===== src/sv/adsr_pkg.sv =====
// ADSR envelope generator: shared widths, codes, stage and sequencer types.
// No dependencies; compiled first.
`default_nettype none

package adsr_pkg;

    // Field and register widths
    localparam int LVL_W      = 17;   // Q16 level, 65536 = 1.0
    localparam int DUR_W      = 24;   // stage durations in samples
    localparam int PHASE_W    = 16;   // Q16 fraction of stage elapsed
    localparam int BLK_W      = 16;   // samples per block
    localparam int MIN_W      = 8;    // minimum stage length
    localparam int REQ_W      = 2;
    localparam int STAGE_W    = 3;
    localparam int DT_W       = DUR_W + 1;  // carried time, below 2^24 + 2^16
    localparam int SUM_W      = DUR_W + 2;  // elapsed + carried time
    localparam int PROD_W     = 2 * LVL_W;
    localparam int CFG_IDX_W  = 3;
    localparam int CFG_DATA_W = DUR_W;

    localparam int MAX_TRANSITIONS = 8;
    localparam int STEP_CNT_W      = $clog2(MAX_TRANSITIONS);
    localparam int DIV_CNT_W       = $clog2(PHASE_W);

    localparam logic [LVL_W-1:0] FULL_SCALE = LVL_W'(65536);

    // Request codes; the unused code behaves as an advance
    localparam logic [REQ_W-1:0] REQ_ADVANCE   = 2'd0;
    localparam logic [REQ_W-1:0] REQ_NOTE_CUR  = 2'd1;
    localparam logic [REQ_W-1:0] REQ_NOTE_ZERO = 2'd2;

    // Register indexes
    localparam logic [CFG_IDX_W-1:0] CFG_ATTACK  = 3'd0;
    localparam logic [CFG_IDX_W-1:0] CFG_DECAY   = 3'd1;
    localparam logic [CFG_IDX_W-1:0] CFG_RELEASE = 3'd2;
    localparam logic [CFG_IDX_W-1:0] CFG_SUSTAIN = 3'd3;
    localparam logic [CFG_IDX_W-1:0] CFG_DEPTH   = 3'd4;
    localparam logic [CFG_IDX_W-1:0] CFG_MODE    = 3'd5;
    localparam logic [CFG_IDX_W-1:0] CFG_MIN     = 3'd6;

    // Register reset values
    localparam logic [DUR_W-1:0] RST_ATTACK  = DUR_W'(480);
    localparam logic [DUR_W-1:0] RST_DECAY   = DUR_W'(9600);
    localparam logic [DUR_W-1:0] RST_RELEASE = DUR_W'(14400);
    localparam logic [LVL_W-1:0] RST_SUSTAIN = LVL_W'(45875);
    localparam logic [LVL_W-1:0] RST_DEPTH   = LVL_W'(65536);
    localparam logic [MIN_W-1:0] RST_MIN     = MIN_W'(4);

    typedef enum logic [STAGE_W-1:0] {
        ST_IDLE    = 3'd0,
        ST_ATTACK  = 3'd1,
        ST_DECAY   = 3'd2,
        ST_SUSTAIN = 3'd3,
        ST_RELEASE = 3'd4
    } t_stage;

    typedef enum logic [2:0] {
        SQ_IDLE,
        SQ_STEP,
        SQ_DIV,
        SQ_LERP,
        SQ_LERP_WB,
        SQ_MOD,
        SQ_MOD_WB
    } t_seq;

    function automatic logic [LVL_W-1:0] clamp_fs(input logic [LVL_W-1:0] v);
        return (v > FULL_SCALE) ? FULL_SCALE : v;
    endfunction

endpackage

`default_nettype wire


===== src/sv/adsr_in_if.sv =====
// Request channel of the ADSR envelope generator: valid/ready plus payload.
// Depends on adsr_pkg.
`default_nettype none

interface adsr_in_if;
    logic                            valid;
    logic                            ready;
    logic [adsr_pkg::REQ_W-1:0]      req_type;
    logic                            gate;
    logic [adsr_pkg::BLK_W-1:0]      block_samples;

    modport source (output valid, output req_type, output gate, output block_samples,
                    input ready);
    modport sink   (input valid, input req_type, input gate, input block_samples,
                    output ready);
endinterface

`default_nettype wire


===== src/sv/adsr_out_if.sv =====
// Result channel of the ADSR envelope generator: valid/ready plus payload.
// Depends on adsr_pkg.
`default_nettype none

interface adsr_out_if;
    logic                            valid;
    logic                            ready;
    logic [adsr_pkg::LVL_W-1:0]      env_level;
    logic [adsr_pkg::LVL_W-1:0]      mod_level;
    logic [adsr_pkg::STAGE_W-1:0]    stage_code;
    logic [adsr_pkg::PHASE_W-1:0]    stage_progress;

    modport source (output valid, output env_level, output mod_level, output stage_code,
                    output stage_progress, input ready);
    modport sink   (input valid, input env_level, input mod_level, input stage_code,
                    input stage_progress, output ready);
endinterface

`default_nettype wire


===== src/sv/adsr_div.sv =====
// Restoring divider for stage phase: (elapsed << 16) / duration, elapsed < duration.
// One quotient bit per cycle. Depends on adsr_pkg.
`default_nettype none

module adsr_div (
    input  wire logic                          i_clk,
    input  wire logic                          i_rst_n,
    input  wire logic                          i_start,
    input  wire logic [adsr_pkg::DUR_W-1:0]    i_dividend,
    input  wire logic [adsr_pkg::DUR_W-1:0]    i_divisor,
    output logic                               o_done,
    output logic [adsr_pkg::PHASE_W-1:0]       o_quotient
);

    logic [adsr_pkg::DUR_W-1:0]     r_rem;
    logic [adsr_pkg::DUR_W-1:0]     r_den;
    logic [adsr_pkg::PHASE_W-1:0]   r_quo;
    logic [adsr_pkg::DIV_CNT_W-1:0] r_cnt;
    logic                           r_busy;
    logic                           r_done;

    logic [adsr_pkg::DUR_W:0]       w_shift;
    logic                           w_ge;
    logic [adsr_pkg::DUR_W:0]       w_diff;

    // remainder stays below the divisor, so one compare/subtract per bit
    always_comb begin
        w_shift = {r_rem, 1'b0};
        w_ge    = w_shift >= {1'b0, r_den};
        w_diff  = w_shift - {1'b0, r_den};
    end

    always_ff @(posedge i_clk) begin
        if (!i_rst_n) begin
            r_busy <= 1'b0;
            r_done <= 1'b0;
            r_cnt  <= '0;
        end else begin
            r_done <= 1'b0;
            if (i_start) begin
                r_busy <= 1'b1;
                r_cnt  <= '0;
            end else if (r_busy) begin
                r_cnt <= r_cnt + 1'b1;
                if (r_cnt == adsr_pkg::DIV_CNT_W'(adsr_pkg::PHASE_W - 1)) begin
                    r_busy <= 1'b0;
                    r_done <= 1'b1;
                end
            end
        end
    end

    always_ff @(posedge i_clk) begin
        if (i_start) begin
            r_rem <= i_dividend;
            r_den <= i_divisor;
            r_quo <= '0;
        end else if (r_busy) begin
            r_rem <= w_ge ? w_diff[adsr_pkg::DUR_W-1:0] : w_shift[adsr_pkg::DUR_W-1:0];
            r_quo <= {r_quo[adsr_pkg::PHASE_W-2:0], w_ge};
        end
    end

    assign o_done     = r_done;
    assign o_quotient = r_quo;

endmodule

`default_nettype wire


===== src/sv/adsr_mul.sv =====
// Shared 17x17 multiplier with registered product; used for the segment
// interpolation and for the depth scaling. Depends on adsr_pkg.
`default_nettype none

module adsr_mul (
    input  wire logic                          i_clk,
    input  wire logic [adsr_pkg::LVL_W-1:0]    i_a,
    input  wire logic [adsr_pkg::LVL_W-1:0]    i_b,
    output logic [adsr_pkg::PROD_W-1:0]        o_prod
);

    logic [adsr_pkg::PROD_W-1:0] r_prod;

    always_ff @(posedge i_clk) begin
        r_prod <= adsr_pkg::PROD_W'(i_a) * adsr_pkg::PROD_W'(i_b);
    end

    assign o_prod = r_prod;

endmodule

`default_nettype wire


===== src/sv/adsr_envelope_generator.sv =====
// ADSR envelope generator top level: config registers, stage sequencer,
// envelope state. Depends on adsr_pkg, adsr_in_if, adsr_out_if, adsr_div, adsr_mul.
`default_nettype none

// Channel   Dir  Handshake     Payload
// i_req     in   valid/ready   req_type[1:0], gate, block_samples[15:0]
// o_res     out  valid/ready   env_level[16:0], mod_level[16:0], stage_code[2:0],
//                              stage_progress[15:0]
// i_cfg_*   in   write enable  i_cfg_idx[2:0], i_cfg_data[23:0]
//
// One transaction in gives one transaction out. A note-on goes from acceptance
// through the depth scaling and its write-back to a loaded result register. An
// advance takes one step of the stage machine per cycle (1 to 8 steps), and when
// it stops inside a timed stage the bit-serial phase divider follows and dominates.
// i_req.ready is high only while the sequencer is idle; a finished result
// waits in the output register, so the next request is taken while it stalls.
// A new result waits in the sequencer until the output register frees up.
// Synchronous reset clears the envelope and restores register defaults.

module adsr_envelope_generator (
    input  wire logic                               i_clk,
    input  wire logic                               i_rst_n,
    input  wire logic                               i_cfg_we,
    input  wire logic [adsr_pkg::CFG_IDX_W-1:0]     i_cfg_idx,
    input  wire logic [adsr_pkg::CFG_DATA_W-1:0]    i_cfg_data,
    adsr_in_if.sink                                 i_req,
    adsr_out_if.source                              o_res
);

    // ---------------------------------------------------------------
    // Configuration registers
    // ---------------------------------------------------------------
    logic [adsr_pkg::DUR_W-1:0]  r_atk, r_dec, r_rel;
    logic [adsr_pkg::LVL_W-1:0]  r_sus, r_depth;
    logic                        r_mode;   // 0 free running, 1 gated
    logic [adsr_pkg::MIN_W-1:0]  r_min;

    always_ff @(posedge i_clk) begin
        if (!i_rst_n) begin
            r_atk   <= adsr_pkg::RST_ATTACK;
            r_dec   <= adsr_pkg::RST_DECAY;
            r_rel   <= adsr_pkg::RST_RELEASE;
            r_sus   <= adsr_pkg::RST_SUSTAIN;
            r_depth <= adsr_pkg::RST_DEPTH;
            r_mode  <= 1'b0;
            r_min   <= adsr_pkg::RST_MIN;
        end else if (i_cfg_we) begin
            unique case (i_cfg_idx)
                adsr_pkg::CFG_ATTACK:  r_atk   <= i_cfg_data;
                adsr_pkg::CFG_DECAY:   r_dec   <= i_cfg_data;
                adsr_pkg::CFG_RELEASE: r_rel   <= i_cfg_data;
                adsr_pkg::CFG_SUSTAIN: r_sus   <= i_cfg_data[adsr_pkg::LVL_W-1:0];
                adsr_pkg::CFG_DEPTH:   r_depth <= i_cfg_data[adsr_pkg::LVL_W-1:0];
                adsr_pkg::CFG_MODE:    r_mode  <= i_cfg_data[0];
                adsr_pkg::CFG_MIN:     r_min   <= i_cfg_data[adsr_pkg::MIN_W-1:0];
                default: ;  // unmapped index: ignored
            endcase
        end
    end

    // ---------------------------------------------------------------
    // Envelope state and sequencer registers
    // ---------------------------------------------------------------
    adsr_pkg::t_seq    r_sq, n_sq;
    adsr_pkg::t_stage  r_stage, n_stage;
    // Elapsed time is only kept while below the stage duration, so it never
    // gets near saturation; 24 bits hold it.
    logic [adsr_pkg::DUR_W-1:0]       r_elapsed, n_elapsed;
    logic [adsr_pkg::LVL_W-1:0]       r_seg_start, n_seg_start;
    logic [adsr_pkg::LVL_W-1:0]       r_seg_end, n_seg_end;
    logic [adsr_pkg::LVL_W-1:0]       r_level, n_level;
    logic [adsr_pkg::PHASE_W-1:0]     r_phase, n_phase;
    logic                             r_prev_gate, n_prev_gate;
    logic [adsr_pkg::DT_W-1:0]        r_dt, n_dt;          // time still to spend
    logic                             r_free, n_free;
    logic                             r_gate_open, n_gate_open;
    logic [adsr_pkg::STEP_CNT_W-1:0]  r_nstep, n_nstep;

    // Output register
    logic                             r_out_valid;
    logic [adsr_pkg::LVL_W-1:0]       r_out_env, r_out_mod;
    adsr_pkg::t_stage                 r_out_stage;
    logic [adsr_pkg::PHASE_W-1:0]     r_out_prog;

    logic w_accept, w_out_free, w_note_on;
    logic w_gate_open;

    assign w_accept   = i_req.valid && i_req.ready;
    assign w_out_free = !r_out_valid || o_res.ready;
    assign w_note_on  = (i_req.req_type == adsr_pkg::REQ_NOTE_CUR)
                     || (i_req.req_type == adsr_pkg::REQ_NOTE_ZERO);
    assign w_gate_open = !r_mode || i_req.gate;   // free mode holds the gate open

    // ---------------------------------------------------------------
    // Stage step signals
    // ---------------------------------------------------------------
    logic                           w_timed;
    logic [adsr_pkg::DUR_W-1:0]     w_dur;
    logic [adsr_pkg::LVL_W-1:0]     w_end;
    adsr_pkg::t_stage               w_next;
    logic [adsr_pkg::SUM_W-1:0]     w_sum;
    logic [adsr_pkg::SUM_W-1:0]     w_over;
    logic                           w_skip;
    logic                           w_ended;
    logic                           w_goes_on;
    logic [adsr_pkg::DT_W-1:0]      w_left;
    logic                           w_last;
    logic [adsr_pkg::LVL_W-1:0]     w_sus;

    // ---------------------------------------------------------------
    // Shared units
    // ---------------------------------------------------------------
    logic                           w_div_start, w_div_done;
    logic [adsr_pkg::PHASE_W-1:0]   w_quotient;
    logic [adsr_pkg::LVL_W-1:0]     w_mul_a, w_mul_b;
    logic [adsr_pkg::PROD_W-1:0]    w_prod;

    adsr_div u_div (
        .i_clk      (i_clk),
        .i_rst_n    (i_rst_n),
        .i_start    (w_div_start),
        .i_dividend (n_elapsed),
        .i_divisor  (w_dur),
        .o_done     (w_div_done),
        .o_quotient (w_quotient)
    );

    adsr_mul u_mul (
        .i_clk  (i_clk),
        .i_a    (w_mul_a),
        .i_b    (w_mul_b),
        .o_prod (w_prod)
    );

    // ---------------------------------------------------------------
    // One transition step of the stage machine, evaluated on the current stage.
    // Every stage has an end level and a successor; sustain and idle are
    // untimed and go on only in free mode.
    // ---------------------------------------------------------------
    always_comb begin
        w_sus = adsr_pkg::clamp_fs(r_sus);
        unique case (r_stage)
            adsr_pkg::ST_ATTACK: begin
                w_timed = 1'b1;
                w_dur   = r_atk;
                w_end   = adsr_pkg::FULL_SCALE;
                w_next  = adsr_pkg::ST_DECAY;
            end
            adsr_pkg::ST_DECAY: begin
                w_timed = 1'b1;
                w_dur   = r_dec;
                w_end   = w_sus;
                w_next  = adsr_pkg::ST_SUSTAIN;
            end
            adsr_pkg::ST_RELEASE: begin
                w_timed = 1'b1;
                w_dur   = r_rel;
                w_end   = '0;
                w_next  = adsr_pkg::ST_IDLE;
            end
            adsr_pkg::ST_SUSTAIN: begin
                w_timed = 1'b0;
                w_dur   = '0;
                w_end   = w_sus;
                w_next  = adsr_pkg::ST_RELEASE;
            end
            default: begin  // idle
                w_timed = 1'b0;
                w_dur   = '0;
                w_end   = '0;
                w_next  = adsr_pkg::ST_ATTACK;
            end
        endcase

        w_sum   = adsr_pkg::SUM_W'(r_elapsed) + adsr_pkg::SUM_W'(r_dt);
        w_over  = w_sum - adsr_pkg::SUM_W'(w_dur);
        w_skip  = w_dur <= adsr_pkg::DUR_W'(r_min);
        w_ended = w_skip || (w_sum >= adsr_pkg::SUM_W'(w_dur));
        // a skipped stage costs no time
        w_left  = (w_timed && !w_skip) ? w_over[adsr_pkg::DT_W-1:0] : r_dt;

        if (w_timed)
            w_goes_on = w_ended;
        else if (r_stage == adsr_pkg::ST_SUSTAIN)
            w_goes_on = r_free;
        else
            w_goes_on = r_free && r_gate_open;

        w_last = r_nstep == adsr_pkg::STEP_CNT_W'(adsr_pkg::MAX_TRANSITIONS - 1);
    end

    // ---------------------------------------------------------------
    // Sequencer next state
    // ---------------------------------------------------------------
    always_comb begin
        n_sq = r_sq;
        unique case (r_sq)
            adsr_pkg::SQ_IDLE: begin
                if (w_accept)
                    n_sq = w_note_on ? adsr_pkg::SQ_MOD : adsr_pkg::SQ_STEP;
            end
            adsr_pkg::SQ_STEP: begin
                if (w_goes_on)
                    n_sq = w_last ? adsr_pkg::SQ_MOD : adsr_pkg::SQ_STEP;
                else
                    n_sq = w_timed ? adsr_pkg::SQ_DIV : adsr_pkg::SQ_MOD;
            end
            adsr_pkg::SQ_DIV: begin
                if (w_div_done)
                    n_sq = adsr_pkg::SQ_LERP;
            end
            adsr_pkg::SQ_LERP:    n_sq = adsr_pkg::SQ_LERP_WB;
            adsr_pkg::SQ_LERP_WB: n_sq = adsr_pkg::SQ_MOD;
            adsr_pkg::SQ_MOD:     n_sq = adsr_pkg::SQ_MOD_WB;
            adsr_pkg::SQ_MOD_WB: begin
                if (w_out_free)
                    n_sq = adsr_pkg::SQ_IDLE;
            end
            default: n_sq = adsr_pkg::SQ_IDLE;
        endcase
    end

    // ---------------------------------------------------------------
    // Sequencer outputs: envelope datapath and shared-unit operands
    // ---------------------------------------------------------------
    logic [adsr_pkg::LVL_W-1:0] w_span;
    logic                       w_rising;
    logic [adsr_pkg::LVL_W-1:0] w_note_start;

    always_comb begin
        n_stage     = r_stage;
        n_elapsed   = r_elapsed;
        n_seg_start = r_seg_start;
        n_seg_end   = r_seg_end;
        n_level     = r_level;
        n_phase     = r_phase;
        n_prev_gate = r_prev_gate;
        n_dt        = r_dt;
        n_free      = r_free;
        n_gate_open = r_gate_open;
        n_nstep     = r_nstep;
        w_div_start = 1'b0;

        w_rising     = r_seg_end >= r_seg_start;
        w_span       = w_rising ? (r_seg_end - r_seg_start) : (r_seg_start - r_seg_end);
        w_note_start = (i_req.req_type == adsr_pkg::REQ_NOTE_ZERO) ? '0 : r_level;

        // multiplier: span x phase while interpolating, level x depth otherwise
        if (r_sq == adsr_pkg::SQ_LERP) begin
            w_mul_a = w_span;
            w_mul_b = adsr_pkg::LVL_W'(r_phase);
        end else begin
            w_mul_a = r_level;
            w_mul_b = adsr_pkg::clamp_fs(r_depth);
        end

        unique case (r_sq)
            adsr_pkg::SQ_IDLE: begin
                if (w_accept) begin
                    n_nstep = '0;
                    if (w_note_on) begin
                        // restart attack at once, no time passes
                        n_stage     = adsr_pkg::ST_ATTACK;
                        n_elapsed   = '0;
                        n_phase     = '0;
                        n_seg_start = w_note_start;
                        n_level     = w_note_start;
                        n_prev_gate = 1'b1;
                    end else begin
                        n_free      = !r_mode;
                        n_gate_open = w_gate_open;
                        n_dt        = adsr_pkg::DT_W'(i_req.block_samples);
                        n_prev_gate = w_gate_open;
                        priority if (w_gate_open && !r_prev_gate) begin
                            n_stage     = adsr_pkg::ST_ATTACK;
                            n_elapsed   = '0;
                            n_phase     = '0;
                            n_seg_start = r_level;
                        end else if (!w_gate_open && r_prev_gate &&
                                     r_stage != adsr_pkg::ST_IDLE) begin
                            n_stage     = adsr_pkg::ST_RELEASE;
                            n_elapsed   = '0;
                            n_phase     = '0;
                            n_seg_start = r_level;
                        end else begin
                        end
                    end
                end
            end
            adsr_pkg::SQ_STEP: begin
                if (w_goes_on) begin
                    // stage over: land on its end level and enter the next one
                    n_level     = w_end;
                    n_stage     = w_next;
                    n_elapsed   = '0;
                    n_phase     = '0;
                    n_seg_start = w_end;
                    n_dt        = w_left;
                    n_nstep     = r_nstep + 1'b1;
                end else if (w_timed) begin
                    // stays inside a timed stage: compute the phase
                    n_elapsed   = w_sum[adsr_pkg::DUR_W-1:0];
                    n_seg_end   = w_end;
                    w_div_start = 1'b1;
                end else begin
                    // held in sustain or idle
                    n_level = w_end;
                    n_phase = '0;
                end
            end
            adsr_pkg::SQ_DIV: begin
                if (w_div_done)
                    n_phase = w_quotient;
            end
            adsr_pkg::SQ_LERP_WB: begin
                // move from the segment start toward its end, truncating
                n_level = w_rising
                        ? (r_seg_start + w_prod[adsr_pkg::LVL_W+15:16])
                        : (r_seg_start - w_prod[adsr_pkg::LVL_W+15:16]);
            end
            adsr_pkg::SQ_LERP, adsr_pkg::SQ_MOD, adsr_pkg::SQ_MOD_WB: begin
            end
            default: begin
            end
        endcase
    end

    always_ff @(posedge i_clk) begin
        if (!i_rst_n) begin
            r_sq        <= adsr_pkg::SQ_IDLE;
            r_stage     <= adsr_pkg::ST_IDLE;
            r_elapsed   <= '0;
            r_seg_start <= '0;
            r_level     <= '0;
            r_phase     <= '0;
            r_prev_gate <= 1'b0;
            r_nstep     <= '0;
        end else begin
            r_sq        <= n_sq;
            r_stage     <= n_stage;
            r_elapsed   <= n_elapsed;
            r_seg_start <= n_seg_start;
            r_level     <= n_level;
            r_phase     <= n_phase;
            r_prev_gate <= n_prev_gate;
            r_nstep     <= n_nstep;
        end
    end

    // working values of the current transaction
    always_ff @(posedge i_clk) begin
        r_seg_end   <= n_seg_end;
        r_dt        <= n_dt;
        r_free      <= n_free;
        r_gate_open <= n_gate_open;
    end

    // ---------------------------------------------------------------
    // Output register
    // ---------------------------------------------------------------
    logic w_load;
    assign w_load = (r_sq == adsr_pkg::SQ_MOD_WB) && w_out_free;

    always_ff @(posedge i_clk) begin
        if (!i_rst_n) begin
            r_out_valid <= 1'b0;
        end else if (w_load) begin
            r_out_valid <= 1'b1;
        end else if (o_res.ready) begin
            r_out_valid <= 1'b0;
        end
    end

    always_ff @(posedge i_clk) begin
        if (w_load) begin
            r_out_env   <= r_level;
            r_out_mod   <= w_prod[adsr_pkg::LVL_W+15:16];
            r_out_stage <= r_stage;
            r_out_prog  <= r_phase;
        end
    end

    assign i_req.ready          = (r_sq == adsr_pkg::SQ_IDLE);
    assign o_res.valid          = r_out_valid;
    assign o_res.env_level      = r_out_env;
    assign o_res.mod_level      = r_out_mod;
    assign o_res.stage_code     = r_out_stage;
    assign o_res.stage_progress = r_out_prog;

endmodule

`default_nettype wire


===== src/flat_wrapper.sv =====
// flat-port wrapper written by rule: the top's interface ports become plain ports
module adsr_envelope_generator_flat 
  (i_clk, i_rst_n, i_cfg_we, i_cfg_idx, i_cfg_data, i_req_valid, i_req_req_type, i_req_gate, i_req_block_samples, i_req_ready, o_res_valid, o_res_env_level, o_res_mod_level, o_res_stage_code, o_res_stage_progress, o_res_ready);
  adsr_in_if i_req_i ();
  adsr_out_if o_res_i ();
  input  wire logic i_clk;
  input  wire logic i_rst_n;
  input  wire logic i_cfg_we;
  input  wire logic [adsr_pkg::CFG_IDX_W-1:0] i_cfg_idx;
  input  wire logic [adsr_pkg::CFG_DATA_W-1:0] i_cfg_data;
  input wire logic [$bits(i_req_i.valid)-1:0] i_req_valid;
  input wire logic [$bits(i_req_i.req_type)-1:0] i_req_req_type;
  input wire logic [$bits(i_req_i.gate)-1:0] i_req_gate;
  input wire logic [$bits(i_req_i.block_samples)-1:0] i_req_block_samples;
  output wire logic [$bits(i_req_i.ready)-1:0] i_req_ready;
  output wire logic [$bits(o_res_i.valid)-1:0] o_res_valid;
  output wire logic [$bits(o_res_i.env_level)-1:0] o_res_env_level;
  output wire logic [$bits(o_res_i.mod_level)-1:0] o_res_mod_level;
  output wire logic [$bits(o_res_i.stage_code)-1:0] o_res_stage_code;
  output wire logic [$bits(o_res_i.stage_progress)-1:0] o_res_stage_progress;
  input wire logic [$bits(o_res_i.ready)-1:0] o_res_ready;
  assign i_req_i.valid = i_req_valid;
  assign i_req_i.req_type = i_req_req_type;
  assign i_req_i.gate = i_req_gate;
  assign i_req_i.block_samples = i_req_block_samples;
  assign i_req_ready = i_req_i.ready;
  assign o_res_valid = o_res_i.valid;
  assign o_res_env_level = o_res_i.env_level;
  assign o_res_mod_level = o_res_i.mod_level;
  assign o_res_stage_code = o_res_i.stage_code;
  assign o_res_stage_progress = o_res_i.stage_progress;
  assign o_res_i.ready = o_res_ready;
  adsr_envelope_generator u_core (.i_clk(i_clk), .i_rst_n(i_rst_n), .i_cfg_we(i_cfg_we), .i_cfg_idx(i_cfg_idx), .i_cfg_data(i_cfg_data), .i_req(i_req_i), .o_res(o_res_i));
endmodule

===== config.mk =====
export PLATFORM = sky130hd
export DESIGN_NAME = adsr_envelope_generator_flat
export DESIGN_NICKNAME = d
export VERILOG_FILES = /design/src/sv/adsr_pkg.sv /design/src/sv/adsr_in_if.sv /design/src/sv/adsr_out_if.sv /design/src/sv/adsr_div.sv /design/src/sv/adsr_mul.sv /design/src/sv/adsr_envelope_generator.sv /design/src/flat_wrapper.sv
export SDC_FILE = /design/constraint.sdc
export NUM_CORES = 2
export LEC_CHECK = 0
export BUFFER_PORTS_ARGS = -buffer_cell sky130_fd_sc_hd__buf_4
export CAP_MARGIN = 20
export CELL_PAD_IN_SITES_DETAIL_PLACEMENT = 0
export CELL_PAD_IN_SITES_GLOBAL_PLACEMENT = 2
export CORE_ASPECT_RATIO = 1.25
export CORE_MARGIN = 2
export CORE_UTILIZATION = 44
export CTS_BUF_LIST = sky130_fd_sc_hd__clkbuf_4 sky130_fd_sc_hd__clkbuf_8 sky130_fd_sc_hd__clkbuf_16
export DETAILED_ROUTE_END_ITERATION = 16
export PLACE_DENSITY_LB_ADDON = 0.08
export SLEW_MARGIN = 20
export SYNTH_ARGS = -nofsm -noshare
export SYNTH_HDL_FRONTEND = slang
export SYNTH_HIERARCHICAL = 1
export SYNTH_SLANG_ARGS = --single-unit
export TNS_END_PERCENT = 50

===== constraint.sdc =====
create_clock -name i_clk -period 16.3 [get_ports i_clk]
set_input_delay 0.815 -clock i_clk [delete_from_list [all_inputs] [get_ports i_clk]]
set_output_delay 0.815 -clock i_clk [all_outputs]
set_load 0.05 [all_outputs]

* Yosys cells after proc, flatten, opt, wreduce, memory -nomap -nowiden
Cells that the tools add are included.
** Word-level totals
- Input bits :: 51
- Register bits :: 400
- Output and inout port bits :: 55
- Logic and storage cells :: 198
** Cells by class
- Equality and inequality tests :: 29
- Reductions and logical operators :: 44
- Multipliers :: 1
- Bitwise logic cells :: 4
- Order comparisons :: 6
- Mux-type cells :: 74
- Add/subtract/negate cells :: 9
** Operators with widths (count)
- $mux 17 :: 16
- $mux 24 :: 9
- $mux 16 :: 7
- $mux 25 :: 4
- $pmux 24 s3 :: 1
- $pmux 17 s2 :: 2
- $pmux 17 s3 :: 1
- $sub 17x17->17 :: 3
- $pmux 25 s2 :: 1
- $pmux 16 s3 :: 1
- $pmux 24 s2 :: 1
- $mux 3 :: 14
- $gt 17x17->1 const B :: 2
- $mul 17x17->33 :: 1
- $add 24x25->26 :: 1
- $ge 26x24->1 :: 1
- $ge 25x24->1 :: 1
- $sub 25x24->25 :: 1
- $eq 3x3->1 const B :: 8
- $le 24x8->1 :: 1
- $sub 24x24->24 :: 1
- $pmux 3 s7 :: 1
- $eq 3x2->1 const B :: 6
- $add 17x17->17 :: 1
- 27 further kinds :: 82

* Longest topological paths before layout
- Word-level depth :: 11
- Mapped depth :: 34
- Mapped depth without buffers :: 31

* By module
The synthesis kept the hierarchy.
** Modules (own cells, without submodules)
- adsr_envelope_generator :: instances 1, cells each 1967, area an instance 16971.3 sq um, sequential area each 6916.6 sq um
- adsr_mul :: instances 1, cells each 1174, area an instance 10475.0 sq um, sequential area each 680.7 sq um
- adsr_div :: instances 1, cells each 399, area an instance 4167.7 sq um, sequential area each 1881.8 sq um

* Worst setup path after synthesis
No wires, ideal clock.
- Path kind :: reg2reg
- From :: register u_core/r_seg_start[4] (netlist bit)
- To :: register u_core.u_mul.r_prod, in the netlist u_core/u_mul/o_prod[19]
- Data arrival time :: 8.127 ns
- Data required time :: 16.228 ns
- Cell stages (with the launch flop) :: 33
- Buffers on the path :: 3
- Setup slack :: 8.101 ns
- Path through :: dfxtp_1 inv_1 ha_1 clkbuf_1 a21oi_1 nor2_1 a2111oi_0 o31a_1 o21a_1 clkbuf_1 nand2_1 o21a_1 o22a_1 xor2_1 o21ai_0 clkbuf_1 nand2_1 fa_1 fa_1 fa_1 fa_1 inv_1 fa_1 inv_1 fa_1 inv_1 ha_1 a211oi_2 o211ai_1 a211o_1 a31o_1 a21oi_1 xnor2_1
** Between the ends
- Word-level cells in the longest chain between the ends :: 4
** Ends and longest elaborated chain
- start: declaration :: RTL line adsr_envelope_generator.sv:69 : logic [adsr_pkg::LVL_W-1:0] r_seg_start, n_seg_start;
- start signal: assignment :: RTL line adsr_envelope_generator.sv:342 : r_seg_start <= n_seg_start;
- $sub 17x17->17 / $ge 17x17->1 (equally long branches) :: RTL line adsr_envelope_generator.sv:245, adsr_envelope_generator.sv:244
- $mux 17 * :: RTL line adsr_envelope_generator.sv:245 : w_span = w_rising ? (r_seg_end - r_seg_start) : (r_seg_start - r_seg_end);
- $mux 17 * :: RTL line adsr_envelope_generator.sv:249 : if (r_sq == adsr_pkg::SQ_LERP) begin
- net u_core.w_mul_a (one bit) :: RTL line adsr_envelope_generator.sv:115 : logic [adsr_pkg::LVL_W-1:0] w_mul_a, w_mul_b;
- $mul 17x17->33 * :: RTL line adsr_mul.sv:15 : r_prod <= adsr_pkg::PROD_W'(i_a) * adsr_pkg::PROD_W'(i_b);
- end signal: assignment :: RTL line adsr_mul.sv:15
- end: declaration :: RTL line adsr_mul.sv:12 : logic [adsr_pkg::PROD_W-1:0] r_prod;
Mark *: on every way through the listed nets, which the timed path passes. The rest lies on a longest branch.
A chain may end at the register's enable or synchronous reset.

* Worst setup path after layout
- From :: register u_core/r_seg_start[4] (netlist bit)
- To :: register u_core.u_mul.r_prod, in the netlist u_core/u_mul/o_prod[27]
Same word-level chain as after synthesis.

==> results.sh <==
export IMPL_status="complete, no violations"
export IMPL_p_switching_uw=1187
export IMPL_netlist_area_mm2=0.03099
export IMPL_cp_slowest_cell="o21a_1"
export IMPL_rrSetupSlack_ns=6.49
export IMPL_port_buffers=105
export IMPL_reg2reg_to="u_core/u_mul/o_prod[27]$_DFF_P_"
export IMPL_worstHoldEndpoint="u_core/r_phase[15]$_SDFFE_PN0P_"
export IMPL_relSlewSlack=0.2178
export IMPL_synth_nets=4006
export IMPL_crit_path_end_kind="register"
export IMPL_hold_viol=0
export IMPL_timing_fmax_ghz=0.1020
export IMPL_finalClockSkew_ns=0.05460
export IMPL_num_fill_cells=6683
export IMPL_grt_pass1_vias=25990
export IMPL_cap_violations=0
export IMPL_area_growth_pct=10.74
export IMPL_chipWidth_um=241.4
export IMPL_nets=4048
export IMPL_path_clk_slew_ns=0.06
export IMPL_startpoint_type="register"
export IMPL_fin_setup_tns_ns=0
export IMPL_grt_usage=0.2701
export IMPL_wl_per_cell_um=21.69
export IMPL_combPwrFrac=0.332
export IMPL_layout_drive_gt1_share=0.09014
export IMPL_path_class="reg2reg"
export IMPL_drv_slew=0
export IMPL_leakagePower_uw=0.01521
export IMPL_post_cts_resized=0
export IMPL_synthCells=3483
export IMPL_ios=106
export IMPL_drc=0
export IMPL_htree_levels=2
export IMPL_ys_warn_count=6
export IMPL_avgViaCountPerCell=5.591
export IMPL_path_max_fanout=29
export IMPL_worst_pin_slew_ns=1.173
export IMPL_cts_tree="yes"
export IMPL_grt_max_degree=90
export IMPL_place_congestion=0.9063
export IMPL_syn_area_per_cell_um2=8.898
export IMPL_rsz0062_at_grt="no"
export IMPL_fin_ws_ns=6.491
export IMPL_first_pass_iters=7
export IMPL_ir_worst_vdd_uv=77.00
export IMPL_r2r_start="u_core/r_seg_start[4]$_SDFFE_PN0P_"
export IMPL_clock_latency_ns=0.61
export IMPL_p_int_uw=2071
export IMPL_start_util=0.4453
export IMPL_max_clock_path_buffers=3
export IMPL_arrival_ns=10.25
export IMPL_clockPowerShare=0.323
export IMPL_grt_pass1_wl_mm=149.6
export IMPL_cpMostUsedCell="fa_1"
export IMPL_hold_start="u_core/u_div/o_quotient[15]$_SDFFE_PP0P_"
export IMPL_grt_antenna_before_repair=0
export IMPL_powerDensity_mw_per_mm2=94.92
export IMPL_core_area_mm2=0.06959
export IMPL_dieArea_mm2=0.07259
export IMPL_rows=108
export IMPL_vias=25140
export IMPL_required_ns=16.75
export IMPL_reg2reg_depth=29
export IMPL_overflow=0
export IMPL_setup_violations_final=0
export IMPL_whs_ns=0.4202
export IMPL_root_buffer="clkbuf_16"
export IMPL_hold_class="reg2reg"
export IMPL_cts_buffers=44
export IMPL_routed_wirelength_mm=97.55
export IMPL_swShare=0.3644
export IMPL_slowest_delay_ns=0.82
export IMPL_place_ws_ns=6.356
export IMPL_die_height_um=300.7
export IMPL_clock_sinks=384
export IMPL_post_cts_buffers=0
export IMPL_seq_power_share=0.345
export IMPL_first_iter_violations=1655
export IMPL_fin_crit_sh=0.6017
export IMPL_ant_nets=0
export IMPL_dp_hpwl_mm=72.82
export IMPL_hold_depth=1
export IMPL_fin_crit_ns=9.809
export IMPL_holdBufCountCts=0
worst max-delay path, delay by kind of cell, from the launching register on:
| kind | cells | cell delay, ns |
|---|---|---|
| AND/OR/NAND/NOR | 5 | 0.90 |
| AO/OA/AOI/OAI | 10 | 3.93 |
| flip-flops | 1 | 0.39 |
| buffers and inverters | 4 | 0.20 |
| adder cells (fa/ha/maj) | 8 | 3.89 |
| XOR/XNOR | 2 | 0.32 |
metal layers:
layer	global-route usage	share of wire
met5	0	0
met4	0.1120	0.045
met3	0.02384	0.035
met2	0.4885	0.51
met1	0.3272	0.41
cell type report:
cell class	instances	area, µm²	share of cell area
inverters	402	1510	0.04400
flip-flops and latches	384	9139	0.2663
repair buffers	154	1160	0.03380
clock buffers	64	1389	0.04047
diodes	1	2.502	0.00007291
multi-input cells	2539	19780	0.5765
clock inverters	18	166.4	0.004849
well taps	935	1170	0.03409
placed cells by master (no fill, tap or decap), drive strengths merged, types with 17 or more instances in the layout:
master,instances
a211oi,23
a21o,52
a21oi,223
a22o,95
a311oi,21
and2,173
buf,154
clkbuf,64
dfxtp,239
edfxtp,145
fa,230
ha,242
inv,404
mux2i,27
nand2,571
nand2b,21
nand3,63
nand4,25
nor2,173
nor2b,45
nor3,27
nor4,20
o211ai,19
o21a,20
o21ai,148
o21bai,17
xnor2,82
xor2,42
metrics by stage:
| step | cells | total power, µW | util | cell area, µm² |
|---|---|---|---|---|
| finish | 4497 | 3258 | 0.4932 | 34320 |
| global route | 4496 | 3428 | 0.4931 | 34320 |
| CTS | 4495 | 3274 | 0.4925 | 34280 |
| detailed placement | 4413 | 2211 | 0.4702 | 32720 |
| global placement | 4413 | 2200 | 0.4701 | 32710 |
| floorplan | 3483 | 1873 | - | 30990 |
worst max path at each step:
stage / slack (ns) / startpoint / end / cells past startpoint
after global routing: 6.04 / u_core/r_seg_start[4]$_SDFFE_PN0P_ / u_core/u_mul/o_prod[28]$_DFF_P_ / 29
after CTS: 6.26 / u_core/r_seg_start[4]$_SDFFE_PN0P_ / u_core/u_mul/o_prod[27]$_DFF_P_ / 29
after detailed placement: 6.36 / u_core/r_seg_start[4]$_SDFFE_PN0P_ / u_core/u_mul/o_prod[27]$_DFF_P_ / 29
after floorplan: 8.13 / u_core/r_seg_start[4]$_SDFFE_PN0P_ / u_core/u_mul/o_prod[32]$_DFF_P_ / 31
after global placement: 6.66 / u_core/r_seg_start[4]$_SDFFE_PN0P_ / u_core/u_mul/o_prod[32]$_DFF_P_ / 29
final: 6.49 / u_core/r_seg_start[4]$_SDFFE_PN0P_ / u_core/u_mul/o_prod[27]$_DFF_P_ / 29
sequential cells by signal (all words and copies together), names as in the netlist, 8 cells and up:
name	count
u_core/r_phase	16
u_core/o_res.mod_level	17
u_core/r_sus	17
u_core/r_seg_end	17
u_core/r_dec	24
u_core/r_depth	17
u_core/r_seg_start	17
u_core/u_mul/o_prod	17
u_core/o_res.stage_progress	16
u_core/o_res.env_level	17
u_core/r_level	17
u_core/r_atk	24
u_core/r_elapsed	24
u_core/r_min	8
u_core/u_div/r_den	24
u_core/r_rel	24
u_core/r_dt	25
u_core/u_div/o_quotient	16
u_core/u_div/r_rem	24
power by group through the flow:
stage | combinational (µW) | clock [µW] | sequential, µW
after floorplan | 752 | 0 | 1120
after global placement | 1060 | 0 | 1140
after detailed placement | 1070 | 0 | 1140
after CTS | 1070 | 1080 | 1120
after global routing | 1180 | 1110 | 1130
final | 1080 | 1050 | 1120
Note: power is estimated with default switching activity, not from simulation.
